===== config.mk =====
export PLATFORM = sky130hd
export DESIGN_NAME = bdd_div_cell
export DESIGN_NICKNAME = d
export VERILOG_FILES = /design/src/rtl/bdd_pkg.sv /design/src/rtl/bdd_div_cell.sv
export SDC_FILE = /design/constraint.sdc
export NUM_CORES = 1
export LEC_CHECK = 0
export BUFFER_PORTS_ARGS = -buffer_cell sky130_fd_sc_hd__buf_4
export CORE_ASPECT_RATIO = 0.7
export CORE_MARGIN = 2
export CORE_UTILIZATION = 40
export CTS_BUF_LIST = sky130_fd_sc_hd__clkbuf_4
export DETAILED_ROUTE_END_ITERATION = 12
export GPL_TIMING_DRIVEN = 0
export PLACE_DENSITY_LB_ADDON = 0.1
export SLEW_MARGIN = 5
export SYNTH_ARGS = -nofsm -noshare
export SYNTH_HDL_FRONTEND = slang
export SYNTH_SLANG_ARGS = --single-unit

===== constraint.sdc =====
create_clock -name clk -period 2.9 [get_ports clk]
set_input_delay 0.29 -clock clk [delete_from_list [all_inputs] [get_ports clk]]
set_output_delay 0.29 -clock clk [all_outputs]
set_load 0.02 [all_outputs]

===== src/rtl/bdd_pkg.sv =====
// Package: widths, register indexes and state codes of the digit decomposer.
`timescale 1ns / 1ps
`default_nettype none
package bdd_pkg;
	localparam int VALUE_BITS     = 60;
	localparam int BASE_BITS      = 32;
	localparam int COUNT_BITS     = 7;
	localparam int POS_BITS       = 6;
	localparam int MAX_DIGITS     = 64;
	localparam int DIV_BITS       = VALUE_BITS;
	localparam int DIV_CNT_BITS   = $clog2(DIV_BITS + 1);
	localparam int MOD_CNT_BITS   = $clog2(VALUE_BITS);
	localparam int IN_TDATA_BITS  = ((VALUE_BITS + 7) / 8) * 8;
	localparam int OUT_TDATA_BITS = ((VALUE_BITS + POS_BITS + 7) / 8) * 8;
	localparam int CFG_IDX_BITS   = 2;
	localparam int CFG_DATA_BITS  = VALUE_BITS;

	typedef enum logic [CFG_IDX_BITS-1:0] {
		CFG_DIGIT_BASE   = 2'd0,
		CFG_RING_MODULUS = 2'd1,
		CFG_DIGIT_COUNT  = 2'd2
	} cfg_idx_t;

	typedef enum logic [4:0] {
		ST_IDLE = 5'b00001,
		ST_DIV  = 5'b00010,
		ST_SUM  = 5'b00100,
		ST_MOD  = 5'b01000,
		ST_EMIT = 5'b10000
	} state_t;
endpackage
`default_nettype wire


===== src/rtl/bdd_div_cell.sv =====
// One restoring-division cell: a quotient bit per cell, registered.
`timescale 1ns / 1ps
`default_nettype none
module bdd_div_cell import bdd_pkg::*; (
	input  logic                  clk,
	input  logic [BASE_BITS-1:0]  divisor,
	input  logic [BASE_BITS-1:0]  rem_in,
	input  logic [VALUE_BITS-1:0] word_in,
	output logic [BASE_BITS-1:0]  rem_s1,
	output logic [VALUE_BITS-1:0] word_s1
);
	logic [BASE_BITS:0] trial;
	logic               ge;
	logic [BASE_BITS:0] diff;

	// shift in next dividend bit, subtract if it fits
	always_comb begin
		trial = {rem_in, word_in[VALUE_BITS-1]};
		ge    = (trial >= {1'b0, divisor});
		diff  = trial - {1'b0, divisor};
	end

	always_ff @(posedge clk) begin
		rem_s1  <= ge ? diff[BASE_BITS-1:0] : trial[BASE_BITS-1:0];
		word_s1 <= {word_in[VALUE_BITS-2:0], ge};
	end
endmodule
`default_nettype wire


# Yosys cells after proc, flatten, opt, wreduce, memory -nomap -nowiden
# Index checks and enable logic that the tools add are counted.
# Widths: inputs -> output; s select.
# classes
n_addsub	1
mux	1
order_cmp	1
# op_table
cell	n
$ge 33x32->1	1
$mux 32	1
$sub 32x32->32	1
# word_totals
word_cells	5
input_bits	125
ff_bits	92
output_inout_bits	92

# Longest topological paths before layout
# logic_depth
ltp_word	2
depth_mapped	13

# Worst setup path after synthesis
# Ideal clock, no wire load.
# synth_path
kind	input to register
start	in divisor[23]
end	reg rem_s1[14]
setup_time_ps	121
path_stages	11
setup_slack_ps	381
n_path_buf	2
t_required_ps	2779
arrival_time_ps	2398
path_cell_list	inv_1 > ha_1 > buf_6 > and3_1 > o21a_1 > a311oi_2 > o21ai_1 > or3b_1 > o21a_1 > buf_6 > mux2_4
# synth_via
elab_chain_len	2
# synth_lines
element	line	source
start: declaration	bdd_div_cell.sv:6	input logic [BASE_BITS-1:0] divisor,
$ge 33x32->1	bdd_div_cell.sv:19	ge = (trial >= {1'b0, divisor});
$mux 32	bdd_div_cell.sv:24	rem_s1 <= ge ? diff[BASE_BITS-1:0] : trial[BASE_BITS-1:0];
end signal: assignment	bdd_div_cell.sv:24	
end: declaration	bdd_div_cell.sv:9	output logic [BASE_BITS-1:0] rem_s1,
# Every way passes these cells.

# Final worst setup path
# layout_path
start	in divisor[0]
end	reg rem_s1[30]
# layout_via
elab_chain_len	2
elab_cells_between_ends	3
classes_between	1 x add/sub; 1 x order compare; 1 x mux
# layout_lines
element	line
$sub 32x32->32 or $ge 33x32->1 (tied branches)	bdd_div_cell.sv:20, bdd_div_cell.sv:19
$mux 32 (*)	bdd_div_cell.sv:24
# Mark *: on every way between the ends. The rest lies on a longest branch, timed or not.

==> impl_metrics.yaml <==
global_routing:
  grt_max_degree: 18
  track_usage: 0.235
  grt_antenna_before_repair: 0
  grt_overflow: 0
  grt_pass1_wl_mm: 20.6
  grt_pass1_vias: 4046
placed_design:
  placed_area_mm2: 0.00596
  io_buffers: 216
  gp_congestion: 0.857
  place_hpwl_mm: 9.80
  dp.cells: 799
die:
  die_h_um: 89.4
  start_util: 0.407
  die-area_mm2: 0.0113
  rows: 31
  die_w_um: 126
  ios: 217
  core_mm2: 0.0102
setup_path:
  crit_slowest_cell: "a21oi_2"
  arrival_ns: 2.94
  cp_cell_sequence: "buf_4 -> ha_1 -> fa_1 -> nor2b_1 -> o2111ai_1 -> a21oi_1 -> o31ai_1 -> a21oi_2 -> a211oi_1 -> xnor2_1 -> mux2_4"
  critPathRequiredTime_ns: 3.26
  crit_path_start_kind: "input pin"
  cpPeakStageDelay_ns: 0.41
  cp_top_family: "compound AO/OA/AOI/OAI gates"
  crit_start: "divisor[0]"
  cp_max_fo: 7
  cp-end-kind: "flop"
  critPathBufInv: 1
  path_class: "input pin to flop"
clock_tree:
  cts-hold-fix-buffers: 59
  path_clk_slew_ns: 0.16
  clk_path_buf_depth: 2
  cts_resized: 0
  htree_levels: 3
  clkSinkCount: 92
  cts_made_buffers: 9
  cts_tree: "done"
  cts_root_buf: "clkbuf_4"
  post_cts_buffers: 0
pwr:
  leakagePower_nw: 3.31
  powerDensity_mw_per_mm2: 512
  power_mw: 3.43
  ir_worst_vdd_v: 0.000263
drt:
  post-route-drc-count: 0
  vias: 4169
  drtIter0Drc: 188
  wl_per_cell_um: 15.5
  via_per_inst: 4.77
  drt_pass1_iterations: 5
  drt-total-wl_mm: 13.6
  ant_nets: 0
yosys:
  ys_ff_latch: 92
  synth_cells: 451
  ys_types: 49
  synthesis.area_mm2: 0.00417
  syn_avg_cell_area_um2: 9.24
  synthesis.nets: 609
  synth_top_flop_cell: "dfxtp_1"
  async_flop_share: 0
  synth_warnings: 0
  ys_seq_area_frac: 0.442
  synth-edff-count: 0
sta:
  period_needed_ns: 2.58
  tightest_slew_ns: 0.613
  slew_violations: 0
  final_hold_viol_count: 0
  max_freq_ghz: 0.387
  hold_ws_ns: 0.0638
  fin_crit_sh: 0.890
  setup_violations: 0
  slew_headroom: 0.581
  rsz0062_at_grt: "false"
layout:
  fin_util: 0.654
  layout-drive-gt1-share: 0.345
  final_nets: 895
  design_area_mm2: 0.00670
  n_antenna_cell: 0
  stdcell_count: 874
  area_delta_synth_final_pct: 60.7
outcome:
  status: "completed"
min_path:
  hold_class: "input pin to flop"
  holdCritStartpoint: "rem_in[19]"
flow_run:
  maxCapViolCount: 0
routing by layer:
| metal | track usage | vias up | routed length, um |
|---|---|---|---|
| met5 | 0 | - | 0 |
| met4 | 0.0679 | 0 | 170 |
| met3 | 0.0575 | 14 | 890 |
| met2 | 0.378 | 155 | 6220 |
| met1 | 0.318 | 1875 | 6280 |
| li1 | - | 2125 | - |
path summary, 6_finish.rpt:
path                endpoint  cells after the start
setup / recovery  rem_s1[30]                     11
hold / removal    rem_s1[20]                      2
registers in the layout, summed over array words and instances, names as in the netlist:
| name | flops |
|---|---|
| rem_s1 | 32 |
| word_s1 | 60 |
layout by cell type, fill, tap and decap left out, types with 3 or more instances in the layout:
cell type      instances
mux2_4                 8
a211oi_1               3
clkbuf_1               6
xnor2_1               16
o21ai_1                4
nor2_1                37
ha_1                  32
dfxtp_1               92
o31ai_1                7
nand2_1               24
buf_4                217
dlygate4sd3_1         59
nand3_1                8
o21a_1                 6
a21oi_1               54
o21bai_1               5
o21ai_0               17
buf_6                  5
nand2b_1               7
clkbuf_4               9
buf_2                  5
xor2_1                10
inv_1                 46
a2111oi_0              3
nor3_1                 3
nand4_1                8
a21o_1                 8
and2_1                 3
kinds of logic after synthesis:
family                   Yosys count  synth area share
XOR/XNOR                          26            0.0546
adder cells (fa/ha/maj)           33             0.101
AO/OA/AOI/OAI                    120             0.176
AND/OR/NAND/NOR                  107             0.125
buffers and inverters             63            0.0681
multiplexers                      10            0.0336
flip-flops                        92             0.442
power breakdown:
| part | switching, mW | leakage [nW] | internal (mW) |
|---|---|---|---|
| clock network | 0.477 | 0.0773 | 0.275 |
| logic | 0.632 | 2.45 | 0.593 |
| registers | 0.0428 | 0.776 | 1.41 |
stage by stage:
stage,TNS [ns],worst slack (ns)
after floorplan,0,0.381
after global placement,-0.211,-0.133
after detailed placement,-0.373,-0.133
after CTS,0,0.374
after global routing,0,0.134
final,0,0.318
cell usage after synthesis, types with 2 or more instances:
cell | number | area share
o21ai_1 | 4 | 0.0048
nand4_1 | 8 | 0.012
mux2_4 | 8 | 0.029
o21ai_0 | 17 | 0.020
nand3_1 | 8 | 0.0096
inv_1 | 46 | 0.041
nand2b_1 | 7 | 0.011
nor4b_1 | 2 | 0.0042
a2111oi_0 | 3 | 0.0063
xor2_1 | 10 | 0.021
o31ai_1 | 7 | 0.013
nor2b_1 | 2 | 0.0030
ha_1 | 32 | 0.096
nor3_1 | 3 | 0.0036
nand4b_1 | 2 | 0.0042
or2_2 | 2 | 0.0030
o21bai_1 | 5 | 0.0090
o21a_1 | 6 | 0.011
and2_1 | 3 | 0.0045
a211oi_1 | 3 | 0.0054
a31o_2 | 2 | 0.0042
dfxtp_1 | 92 | 0.44
buf_6 | 5 | 0.014
a21oi_1 | 54 | 0.065
o211ai_1 | 2 | 0.0036
buf_2 | 5 | 0.0060
or3_1 | 2 | 0.0030
nand2_1 | 24 | 0.022
nor2_1 | 37 | 0.033
clkbuf_1 | 6 | 0.0054
and3_1 | 2 | 0.0030
mux2i_1 | 2 | 0.0048
a21o_1 | 8 | 0.014
a31oi_1 | 2 | 0.0030
xnor2_1 | 16 | 0.034
cell type report:
cell class	count	area, um^2
fill	840	3540
tap	132	165
multi-input combinational	296	2040
sequential	92	1840
buffer	17	111
inverter	46	173
clock buffer	9	67.6
clock inverter	7	83.8
timing repair buffer	275	2210
Power figures use the tool's default switching activity.
