## config.mk

```make
export PLATFORM = sky130hd
export DESIGN_NAME = bdd_mod
export DESIGN_NICKNAME = d
export VERILOG_FILES = /design/src/rtl/bdd_pkg.sv /design/src/rtl/bdd_mod.sv
export SDC_FILE = /design/constraint.sdc
export NUM_CORES = 1
export LEC_CHECK = 0
export BUFFER_PORTS_ARGS = -buffer_cell sky130_fd_sc_hd__clkbuf_2
export CORE_MARGIN = 1.5
export CORE_UTILIZATION = 40
export DETAILED_ROUTE_END_ITERATION = 10
export PLACE_DENSITY = 0.68
export SETUP_SLACK_MARGIN = 0.3
export SLEW_MARGIN = 10
export SYNTH_ARGS = -nofsm -noshare
export SYNTH_HDL_FRONTEND = slang
export SYNTH_SLANG_ARGS = --single-unit
export TNS_END_PERCENT = 20
```

## constraint.sdc

```tcl
create_clock -name clk -period 3.05 [get_ports clk]
set_input_delay 0.305 -clock clk [delete_from_list [all_inputs] [get_ports clk]]
set_output_delay 0.305 -clock clk [all_outputs]
set_load 0.1 [all_outputs]
```

## src/rtl/bdd_pkg.sv

```systemverilog
// Package: widths, register indexes and state codes of the digit decomposer.
`timescale 1ns / 1ps
`default_nettype none
package bdd_pkg;
	localparam int VALUE_BITS     = 60;
	localparam int BASE_BITS      = 32;
	localparam int COUNT_BITS     = 7;
	localparam int POS_BITS       = 6;
	localparam int MAX_DIGITS     = 64;
	localparam int DIV_BITS       = VALUE_BITS;
	localparam int DIV_CNT_BITS   = $clog2(DIV_BITS + 1);
	localparam int MOD_CNT_BITS   = $clog2(VALUE_BITS);
	localparam int IN_TDATA_BITS  = ((VALUE_BITS + 7) / 8) * 8;
	localparam int OUT_TDATA_BITS = ((VALUE_BITS + POS_BITS + 7) / 8) * 8;
	localparam int CFG_IDX_BITS   = 2;
	localparam int CFG_DATA_BITS  = VALUE_BITS;

	typedef enum logic [CFG_IDX_BITS-1:0] {
		CFG_DIGIT_BASE   = 2'd0,
		CFG_RING_MODULUS = 2'd1,
		CFG_DIGIT_COUNT  = 2'd2
	} cfg_idx_t;

	typedef enum logic [4:0] {
		ST_IDLE = 5'b00001,
		ST_DIV  = 5'b00010,
		ST_SUM  = 5'b00100,
		ST_MOD  = 5'b01000,
		ST_EMIT = 5'b10000
	} state_t;
endpackage
`default_nettype wire

```

## src/rtl/bdd_mod.sv

```systemverilog
// Iterative modulo unit: one dividend bit per cycle.
`timescale 1ns / 1ps
`default_nettype none
module bdd_mod import bdd_pkg::*; (
	input  logic                  clk,
	input  logic                  arst_n,
	input  logic                  start,
	input  logic [VALUE_BITS-1:0] dividend,
	input  logic [VALUE_BITS-1:0] modulus,
	output logic                  done,
	output logic [VALUE_BITS-1:0] rem
);
	logic                    busy_q;
	logic                    done_q;
	logic [MOD_CNT_BITS-1:0] cnt_q;
	logic [VALUE_BITS-1:0]   rem_q;
	logic [VALUE_BITS-1:0]   word_q;
	logic [VALUE_BITS:0]     trial;
	logic                    ge;
	logic [VALUE_BITS:0]     diff;

	always_comb begin
		trial = {rem_q, word_q[VALUE_BITS-1]};
		ge    = (trial >= {1'b0, modulus});
		diff  = trial - {1'b0, modulus};
	end

	// control
	always_ff @(posedge clk or negedge arst_n) begin
		if (!arst_n) begin
			busy_q <= 1'b0;
			done_q <= 1'b0;
			cnt_q  <= '0;
		end else begin
			done_q <= 1'b0;
			if (start) begin
				busy_q <= 1'b1;
				cnt_q  <= '0;
			end else if (busy_q) begin
				cnt_q <= cnt_q + 1'b1;
				if (cnt_q == MOD_CNT_BITS'(VALUE_BITS - 1)) begin
					busy_q <= 1'b0;
					done_q <= 1'b1;
				end
			end
		end
	end

	// datapath
	always_ff @(posedge clk) begin
		if (start) begin
			rem_q  <= '0;
			word_q <= dividend;
		end else if (busy_q) begin
			rem_q  <= ge ? diff[VALUE_BITS-1:0] : trial[VALUE_BITS-1:0];
			word_q <= {word_q[VALUE_BITS-2:0], 1'b0};
		end
	end

	assign done = done_q;
	assign rem  = rem_q;
endmodule
`default_nettype wire

```

## Word-level counts from Yosys, hierarchy flattened

Index checks and enable logic that the tools add are counted.

- Input port bits: 123
- Bits in registers: 128

- Add/subtract/negate cells: 2
- Equality and inequality tests: 1
- Reduce and logical (&&, ||, !) cells: 1
- $lt $le $gt $ge: 1
- Muxes and demuxes: 11

Operators by type and width:

| cell | count |
|---|---|
| two-way mux 60 bit | 3 |
| >= comparator 61 x 60 -> 1 bit | 1 |
| subtractor 60 bit | 1 |
| two-way mux 6 bit | 2 |
| adder 6 x 1 -> 6 bit (second input constant) | 1 |
| equality test 6 bit (second input constant) | 1 |
| two-way mux 1 bit | 6 |
| nonzero test 2 bit | 1 |

## Logic depth before layout (Yosys ltp)

Gate-level depths: netlist of the first run.

- Word-level depth: 4
- Mapped depth: 15
- Depth with buffers taken out: 14

## Worst setup path after synthesis of the first run

OpenSTA, ideal clock, no wires.

- Path type: reg2reg
- Start: reg rem_q[3], in the netlist rem[3]
- End: reg rem_q[54], in the netlist rem[54]
- Path buffers: 0
- Clock period less this slack: 3.432 ns
- Setup slack: -0.382 ns
- Data arrival time: 3.314 ns
- Stages on the path, launching flop included: 12
- Setup time: 0.118 ns
- Cell sequence: dfxtp_1 ha_1 a21o_1 a221oi_2 o21a_1 o211ai_1 a31o_2 a31o_4 a211oi_2 xor2_1 a21oi_1 a22o_1

- Cells in the longest elaborated chain, start to end: 2
- Elaborated cells on any way between the ends: 3
- Those cells by class: 1 x add/sub; 1 x order compare; 1 x mux

Ends and longest elaborated chain:

| item | line | source |
|---|---|---|
| start: declaration | bdd_mod.sv:16 | `logic [VALUE_BITS-1:0] rem_q;` |
| start signal: assignment | bdd_mod.sv:55 | `rem_q <= ge ? diff[VALUE_BITS-1:0] : trial[VALUE_BITS-1:0];` |
| subtractor 60 bit or >= comparator 61 x 60 -> 1 bit (tied branches) | bdd_mod.sv:25, bdd_mod.sv:24 |  |
| two-way mux 60 bit (*) | bdd_mod.sv:55 |  |

Every way passes the cells marked *; elsewhere a longest branch is shown, timed or not.
A chain may end at the register's enable or synchronous reset.

## Worst setup path after layout of the first run

- Start: reg word_q[59]
- End: reg rem_q[54], in the netlist rem[54]

- Cells in the longest elaborated chain, start to end: 2
- Elaborated cells on any way between the ends: 3
- Those cells by class: 1 x add/sub; 1 x order compare; 1 x mux

Ends and longest elaborated chain:

| item | line | source |
|---|---|---|
| start: declaration | bdd_mod.sv:17 | `logic [VALUE_BITS-1:0] word_q;` |
| start signal: assignment | bdd_mod.sv:53 | `word_q <= dividend;` |
| start signal: assignment | bdd_mod.sv:56 | `word_q <= {word_q[VALUE_BITS-2:0], 1'b0};` |
| subtractor 60 bit or >= comparator 61 x 60 -> 1 bit (tied branches) | bdd_mod.sv:25, bdd_mod.sv:24 |  |
| two-way mux 60 bit (*) | bdd_mod.sv:55 |  |

Marks and branches as above.

==> run summary, run 1 <==
Ranked by total cell area, the synthesized netlist is headed by edfxtp_1, dfxtp_1, ha_1. The cell area that synthesis handed to floorplanning was 9653 um2. Global routing used 21.92% of the available tracks across all layers. Walking the worst path, the cells encountered are inv_1 -> ha_2 -> inv_2 -> fa_2 -> a21o_1 -> a221oi_2 -> o21a_1 -> o211ai_1 -> a31o_2 -> a31o_4 -> a211oi_2 -> xor2_1 -> a21oi_1 -> a22o_1.

Data arrives at the worst endpoint at 3.38 ns. Number of violations of the max-capacitance limit: 0. The sort of element at the start of the critical path is a register. The tools report the number of placement rows as 56. Summed over all instances, the cell type with the most area after synthesis is edfxtp_1. Along the worst path, the maximum fanout reaches 4. The global-route wire length before repair was 43200 um; the adder and majority cell fraction of the synthesized area was 8.114%.

The number of buffers on the longest clock path came out at 2. The critical path runs through a total of 14 cells. For the final-report max-slew violation count, the log shows 0. In this run, synthesis inferred 60 flip-flops with an integrated enable.

Synthesis produced a netlist whose cell count is 1099. The critical path is of the reg -> reg type. Dividing total power by cell area gives a power density of 363.9 nW/um2.

The tools report the post-synthesis sequential area ratio as 33.18%. Counting flops with an async set or reset pin after synthesis yields a share of 6.250%. In this run the count of I/O pins placed on the die edge is 184. Complex-gate fraction of the synthesized area: 23.23%. The root cell of the clock tree was clkbuf_16. The tools report the endpoint of the worst hold path as word_q[0].

The logs give 8572 for the via count of the first global-routing pass and 0 for the number of DRC violations after detailed routing. For the placed instance count, the log shows 1604. The source of the worst register-to-register timing path was word_q[59]. The depth of the most critical reg-to-reg path was 14; the total half-perimeter wirelength after legalization and detailed placement was 20770 um. The worst clock skew was 0.01395 ns. The effective utilization at floorplan came out at 41.00%. The parity-gate share of the synthesized area counting xor and xnor cells was 5.081%.

The endpoint identified for the worst register-to-register timing path is rem[54]. The longest individual stage delay on the worst path was 0.41 ns; the worst setup slack after layout was -0.008471 ns. The number of sinks handled by clock tree synthesis came out at 128. The finished cells cover 12860 um2.

In this run the cell area measured after placement is 11530 um2. The detailed router finished its first iteration with 808 violations. Routability-driven placement finished with a final weighted congestion of 0.8995. The CTS clock-pin slew for the worst setup and hold paths was 0.06 ns; the wire length per cell after detailed routing was 17.10 um. The final layout net count came out at 1516. The checks that failed: setup timing. The H-tree was split into 4 levels.

The region available for standard cell placement spans 23540 um2. The average footprint of a synthesized cell is 8.783 um2. Counting I/O delays and the setup requirement, the final critical path takes 3.058 ns. The setup TNS after final layout is -0.01029 ns. The buffer and inverter count on the worst path was 2; the post-route total power was 4679 uW. Global routing used 36.24% of the available met2 tracks. In this run the most used layer during global routing was met2. By area, the combinational part of the netlist is dominated by compound AO/OA/AOI/OAI gates.

The run gives 73 as the number of distinct library cell variants in the gate-level netlist after synthesis. After synthesis, the largest area contributor takes up 18.66% of total cell area. The tools report the endpoint kind of the worst setup timing path as a register. The repair_antennas step left the layout with diodes totalling 0. Summing over every cut layer, the via total after detailed routing is 9118. The tools report the overall die area as 25070 um2.

The largest delay contributor family on the critical path was compound AO/OA/AOI/OAI gates. The ratio of routed vias to standard cells is 5.483. In this run the horizontal extent of the chip is 158.3 um.

The quantity of I/O buffers inserted on ports is 183. The run finished, with violations left. The actual slew at the worst max-slew pin was 0.7993 ns.

The overall overflow remaining after global route came out at 0. The library cell used most frequently in the layout, excluding fill and tap cells, is clkbuf_2. TritonCTS built the clock tree. After synthesis, the share of cell area in mux cells is 7.712%. In this run the register-to-register setup slack is -0.008 ns.

For this design, the slowest cell found on the critical path is edfxtp_1. Headroom to the max-slew limit came out at 46.71%. The count of cells along the worst hold path came out at 2. The number of antenna violations at the first check in global routing was 0; the register bit total from synthesis was 128. The run gives 0.005555 uW as the standby leakage power. The library cells used most frequently in the layout, excluding fill and tap cells, are clkbuf_2, nand2_1, a21oi_1. The insertion delay to the later sink of the worst-skew pair is 0.43 ns, and the period utilization is 100.3%.

VDD sags by at most 0.2534 mV. For this run, the top clock speed supported by timing is 327.0 MHz. Global routing consumed, on the met3 layer, 4.192% of the routing resources. The count of endpoints failing setup in the final report was 2. The type of the tightest min-delay check was in -> reg. Share of post-route cells with drive strength above 1: 41.37%. In this run the most critical hold path is launched from dividend[0].

In the synthesized netlist the dominant register cell turns out to be edfxtp_1. For the number of nets with antenna violations after detailed routing, the log shows 0. The hold violation total from the final report came out at 0. For this block, the routed nets add up to 28440 um of wire. Entering global routing, the biggest net connects 97 pins. The net count after synthesis was 1284; the number of warnings printed during yosys synthesis was 0. The simple-gate share of the synthesized area is 16.63%. The final non-filler cell total was 1663.

Setup repair after global routing could not meet its margin everywhere. The die outline height came out at 158.3 um. The met1 global-route usage is 28.91%, and the data required time at the worst endpoint is 3.37 ns. In this run, CTS created clock tree buffers numbering 17.

The layout-stage area growth over the synthesis result is 33.22%, and the number of optimization iterations in the first detailed-route pass is 5.
[worst max-delay path by stage]
stage	startpoint	to	slack, ns
6_report	word_q[59]	rem[54]	-0.008
3_5_place_dp	word_q[59]	rem[54]	-0.05
3_3_place_gp	word_q[59]	rem[54]	0.02
5_1_grt	word_q[59]	rem[54]	-0.14
4_1_cts	word_q[59]	rem[54]	0.03
2_1_floorplan	word_q[59]	rem[54]	0.18
[kinds of logic (layout without fill, tap and decap cells)]
group                      Yosys count  after routing
and+or+nand+nor                    349            349
AOI/OAI and AO/OA                  298            298
buffers and inverters              139            384
DFF                                128            128
muxes                               67             67
adders and majority gates           62             62
xor gates and xnor gates            56             56
[power breakdown]
| part | total, uW | leakage, uW | internal, uW | switching, uW |
|---|---|---|---|---|
| sequential | 1900 | 0.00127 | 1870 | 30.9 |
| combinational | 631 | 0.00400 | 298 | 334 |
| clock | 2150 | 0.000290 | 1300 | 848 |
[layout make-up]
cell class              count  area [um2]
fillers                  2185       10680
clock inverters            14       178.9
clock buffers              18       429.2
inverters                  76       285.3
repair buffers            276        1769
well taps                 319       399.1
multi-input cells         832        6422
flip-flops and latches    128        3376
[stage by stage]
stage                     hold slack [ns]  setup slack, ns  utilization (%)
final                              0.1789        -0.008471            54.62
after global routing               0.1747          -0.1425            54.62
after CTS                          0.1653          0.03069            52.97
after detailed placement           0.1645         -0.04968            48.97
after global placement             0.1601          0.01545            48.97
after floorplan                  0.009409           0.1784                -
[cell usage after synthesis, drive strengths merged (4+ instances only)]
master and count:
nand2 151, ha 61, o41ai 4, nor3 15
nor2 83, nor2b 7, nor4 8, nor3b 4
a21oi 93, a32oi 6, clkbuf 44, o21a 6
o31ai 5, a22oi 4, a21boi 5, or3 7
a311oi 35, o211ai 7, dfxtp 60, nand4 24
edfxtp 60, nand3 12, mux2 59, a211oi 12
a211o 4, buf 19, a31oi 11, and2 7
o21ai 55, inv 76, o21bai 12, xor2 24
xnor2 32, and3 9, a21o 18, dfrtp 8
nand2b 12, mux2i 8
[per-layer routing]
layer / wire length, um / up-vias
met5: 0 / -
met4: 609 / 0
met3: 2069 / 47
met2: 13260 / 346
met1: 12500 / 4253
li1: - / 4472
[registers in the layout (all words and copies together) (netlist names)]
signal  flops
done        1
busy_q      1
cnt_q       6
word_q     60
rem        60
[what timing repair did]
item / 4_1_cts / 5_1_grt
pin swaps: 20 / 42
resized for setup: 50 / 49
cloned: 0 / 3
endpoints found under the hold margin: 8 / 0
endpoints found under the setup margin: 60 / 60
buffers inserted: 13 / 10
hold buffers: 1 / 0
(Power assumes the default switching activity.)
==> run 2: changes to the inputs <==
--- a/config.mk
+++ b/config.mk
@@ -5,7 +5,7 @@
 export SDC_FILE = /design/constraint.sdc
 export NUM_CORES = 1
 export LEC_CHECK = 0
-export BUFFER_PORTS_ARGS = -buffer_cell sky130_fd_sc_hd__clkbuf_2
+export BUFFER_PORTS_ARGS = -buffer_cell sky130_fd_sc_hd__buf_2
 export CORE_MARGIN = 1.5
 export CORE_UTILIZATION = 40
 export DETAILED_ROUTE_END_ITERATION = 10
==> run 2 against run 1 <==
The run still ends with setup timing left. Sequential cell count did not move. Clock power rose by 2%. Setup slack got worse by 0.14 ns.
==> run summary, run 2 (synthesis results as in run 1) <==
The flow ran to the end, but the final reports show violations. The final reports fail on setup timing. The tools report the highest clock rate as 312.9 MHz (-4.3%). The largest fanout on the critical path is 4 (unchanged). For the cell area after layout, the log shows 13090 um2 (+1.8%). The slowest stage of the critical path belongs to the cell edfxtp_1.

The number of optimization iterations in the first detailed-route pass is 5 (unchanged). The amount of wire on met2 after detailed routing is 13800 um (+4.1%). The number of DRC markers in iteration 0 was 629 (-22%); the standby leakage power was 0.005753 uW (+3.6%). The worst hold path begins at dividend[0].

The run gives -0.9770 ns (-0.9667 ns) as the setup TNS after final layout. The floorplan core area is 23540 um2 (unchanged). The count of endpoints failing setup in the final report is 12 (+10). The ratio of total power to cell area was 363.1 nW/um2 (-0.22%); the flop-to-flop setup slack was -0.15 ns (-0.14 ns). Type of the tightest min-delay check: in -> reg. The run gives 25070 um2 (unchanged) as the overall die area. The tools report the post-route total power as 4752 uW (+1.6%). The number of nets with antenna violations after detailed routing is 0 (unchanged), and the quantity of I/O buffers inserted on ports is 183 (unchanged).

CTS placed an instance of clkbuf_16 at the clock tree root. The wire length per cell after detailed routing is 17.21 um (+0.66%), and the insertion delay to the later sink of the worst-skew pair is 0.43 ns (about the same). The number of buffers on the longest clock path is 2 (unchanged). The arrival time of the worst setup path was 3.51 ns (+0.13 ns).

Setup repair after global routing could not meet its margin everywhere. The effective utilization at floorplan came out at 41.00% (unchanged). The most numerous cell type found on the critical path is inv_2. The sum of met3 wire segment lengths after detailed routing was 1768 um (-15%); the longest individual stage delay on the worst path was 0.44 ns (+0.03 ns).

The number of diodes came out at 0 (unchanged). The share of post-route cells with drive strength above 1 is 42.36% (+0.99 points). The placed instance count was 1634 (+1.9%); the number of buffers added by the clock tree synthesis step was 17 (unchanged).

STA classifies the critical path endpoint as a register. For the final RePlAce weighted congestion, the log shows 0.8824 (-1.9%). The number of sinks handled by clock tree synthesis is 128 (unchanged).

The most critical setup path has its startpoint at word_q[59]. The horizontal extent of the die came out at 158.3 um (unchanged). The run gives 43940 um (+1.7%) as the global-route wire length before repair. For the I/O pin count, the log shows 184 (unchanged). Data required time at the worst endpoint: 3.36 ns (about the same).

For the total half-perimeter wirelength after legalization and detailed placement, the log shows 21540 um (+3.7%). Actual slew at the worst max-slew pin: 1.124 ns (+0.3249 ns). The period utilization is 104.8% (+4.5 points). The buffer and inverter count on the worst path is 2 (unchanged), and the hold violation total from the final report is 0 (unchanged). For the worst clock skew, the log shows 0.01330 ns (-0.0006546 ns). The via count of the first global-routing pass is 8854 (+3.3%). Sort of element at the start of the critical path: a register. Traced cell by cell, the critical path runs through inv_2 -> ha_4 -> inv_2 -> fa_2 -> a21o_1 -> a221oi_2 -> o21a_1 -> o211ai_1 -> a31o_2 -> a31o_4 -> a211oi_4 -> xor2_1 -> a21oi_1 -> a22o_1. The count of vias placed by the detailed router is 9297 (+2.0%), and the number of filler cells placed in the layout is 2163 (-1.0%). Overall overflow remaining after global route: 0 (unchanged). The cell family contributing the most delay on the critical path is compound AO/OA/AOI/OAI gates.

The logs give -0.1458 ns (-0.1374 ns) for the worst setup slack after layout and 13020 um (+4.2%) for the detailed-route wire length on metal 1. The final layout net count came out at 1546 (+2.0%). CTS clock-pin slew for the worst setup and hold paths: 0.06 ns (about the same). Leaving out fill and tap cells, the most frequent cell in the layout is buf_2. For the number of placement rows, the log shows 56 (unchanged). The worst slew slack as a fraction of its limit was 24.90% (-22 points); the layout-stage area growth over the synthesis result was 35.59%. TritonCTS built the clock tree.

The ratio of routed vias to standard cells was 5.491 (+0.16%). The number of DRC violations after detailed routing is 0 (unchanged), and the final critical path time including I/O delays and setup is 3.196 ns (+0.1374 ns). The pin count of the biggest net entering global routing was 52 (-46%); the pre-CTS setup slack was -0.1134 ns (-0.06375 ns). In this run the critical register-to-register path is launched from word_q[59].

The logs give 0 (unchanged) for the final-report max-slew violation count and 11740 um2 (+1.8%) for the placement-stage cell area. Leaving out fill and tap cells, the most frequent cells in the layout are buf_2, nand2_1, buf_4. The total track usage is 22.30% (+0.38 points).

Kind of critical path: reg -> reg. Final non-filler cell total: 1693 (+1.8%). Number of violations of the max-capacitance limit: 0 (unchanged). The run gives 4 (unchanged) as the maximum level of the CTS H-tree.

The die outline height came out at 158.3 um (unchanged). The number of antenna violations at the first check in global routing came out at 0 (unchanged). The total length of routed wires is 29140 um (+2.5%), and the worst vdd rail ir drop is 0.2862 mV (+13%).

The highest metal layer with signal wires is met4.
-- run 2: power breakdown --
group	internal, uW	total (uW)	switching (uW)
clock	1380	2200	823
sequential	1870	1900	29.3
combinational	311	651	340
total	3560	4750	1190
-- run 2: final timing paths --
path	endpoint	depth (start not counted)
max	rem[54]	14
min	word_q[0]	2
max reg2reg	rem[54]	14
min reg2reg	rem[56]	2
max in group asynchronous	busy_q	2
min in group asynchronous	cnt_q[4]	2
-- run 2: repair_timing --
action                                 in CTS  in global routing
gates cloned                                0                  2
hold buffers                                1                  0
setup endpoints to repair                  60                 60
gates resized for setup                    46                 52
pin swaps                                  37                 64
buffers inserted                           10                 14
endpoints found under the hold margin       8                  0
-- run 2: layout make-up --
cell class	count	area (um2)	area share, %
Clock inverter	15	209.0	1.596
Clock buffer	17	425.4	3.250
Timing Repair Buffer	306	1983	15.15
Tap cell	319	399.1	3.049
Multi-Input combinational cell	832	6411	48.98
Inverter	76	285.3	2.180
Sequential cell	128	3376	25.79
-- run 2: metal layers --
| metal | vias to the layer above | track usage [%] |
|---|---|---|
| met5 | - | 0 |
| met4 | 0 | 6.587 |
| met3 | 41 | 3.729 |
| met2 | 300 | 37.80 |
| met1 | 4436 | 29.04 |
| li1 | 4520 | - |
-- run 2: per-stage QoR --
step           hold slack, ns  util [%]
3_5_place_dp           0.1582     49.88
4_1_cts                0.1622     53.81
5_1_grt                0.1807     55.60
6_report               0.1805     55.60
3_3_place_gp           0.1559     49.88
2_1_floorplan        0.009409         -
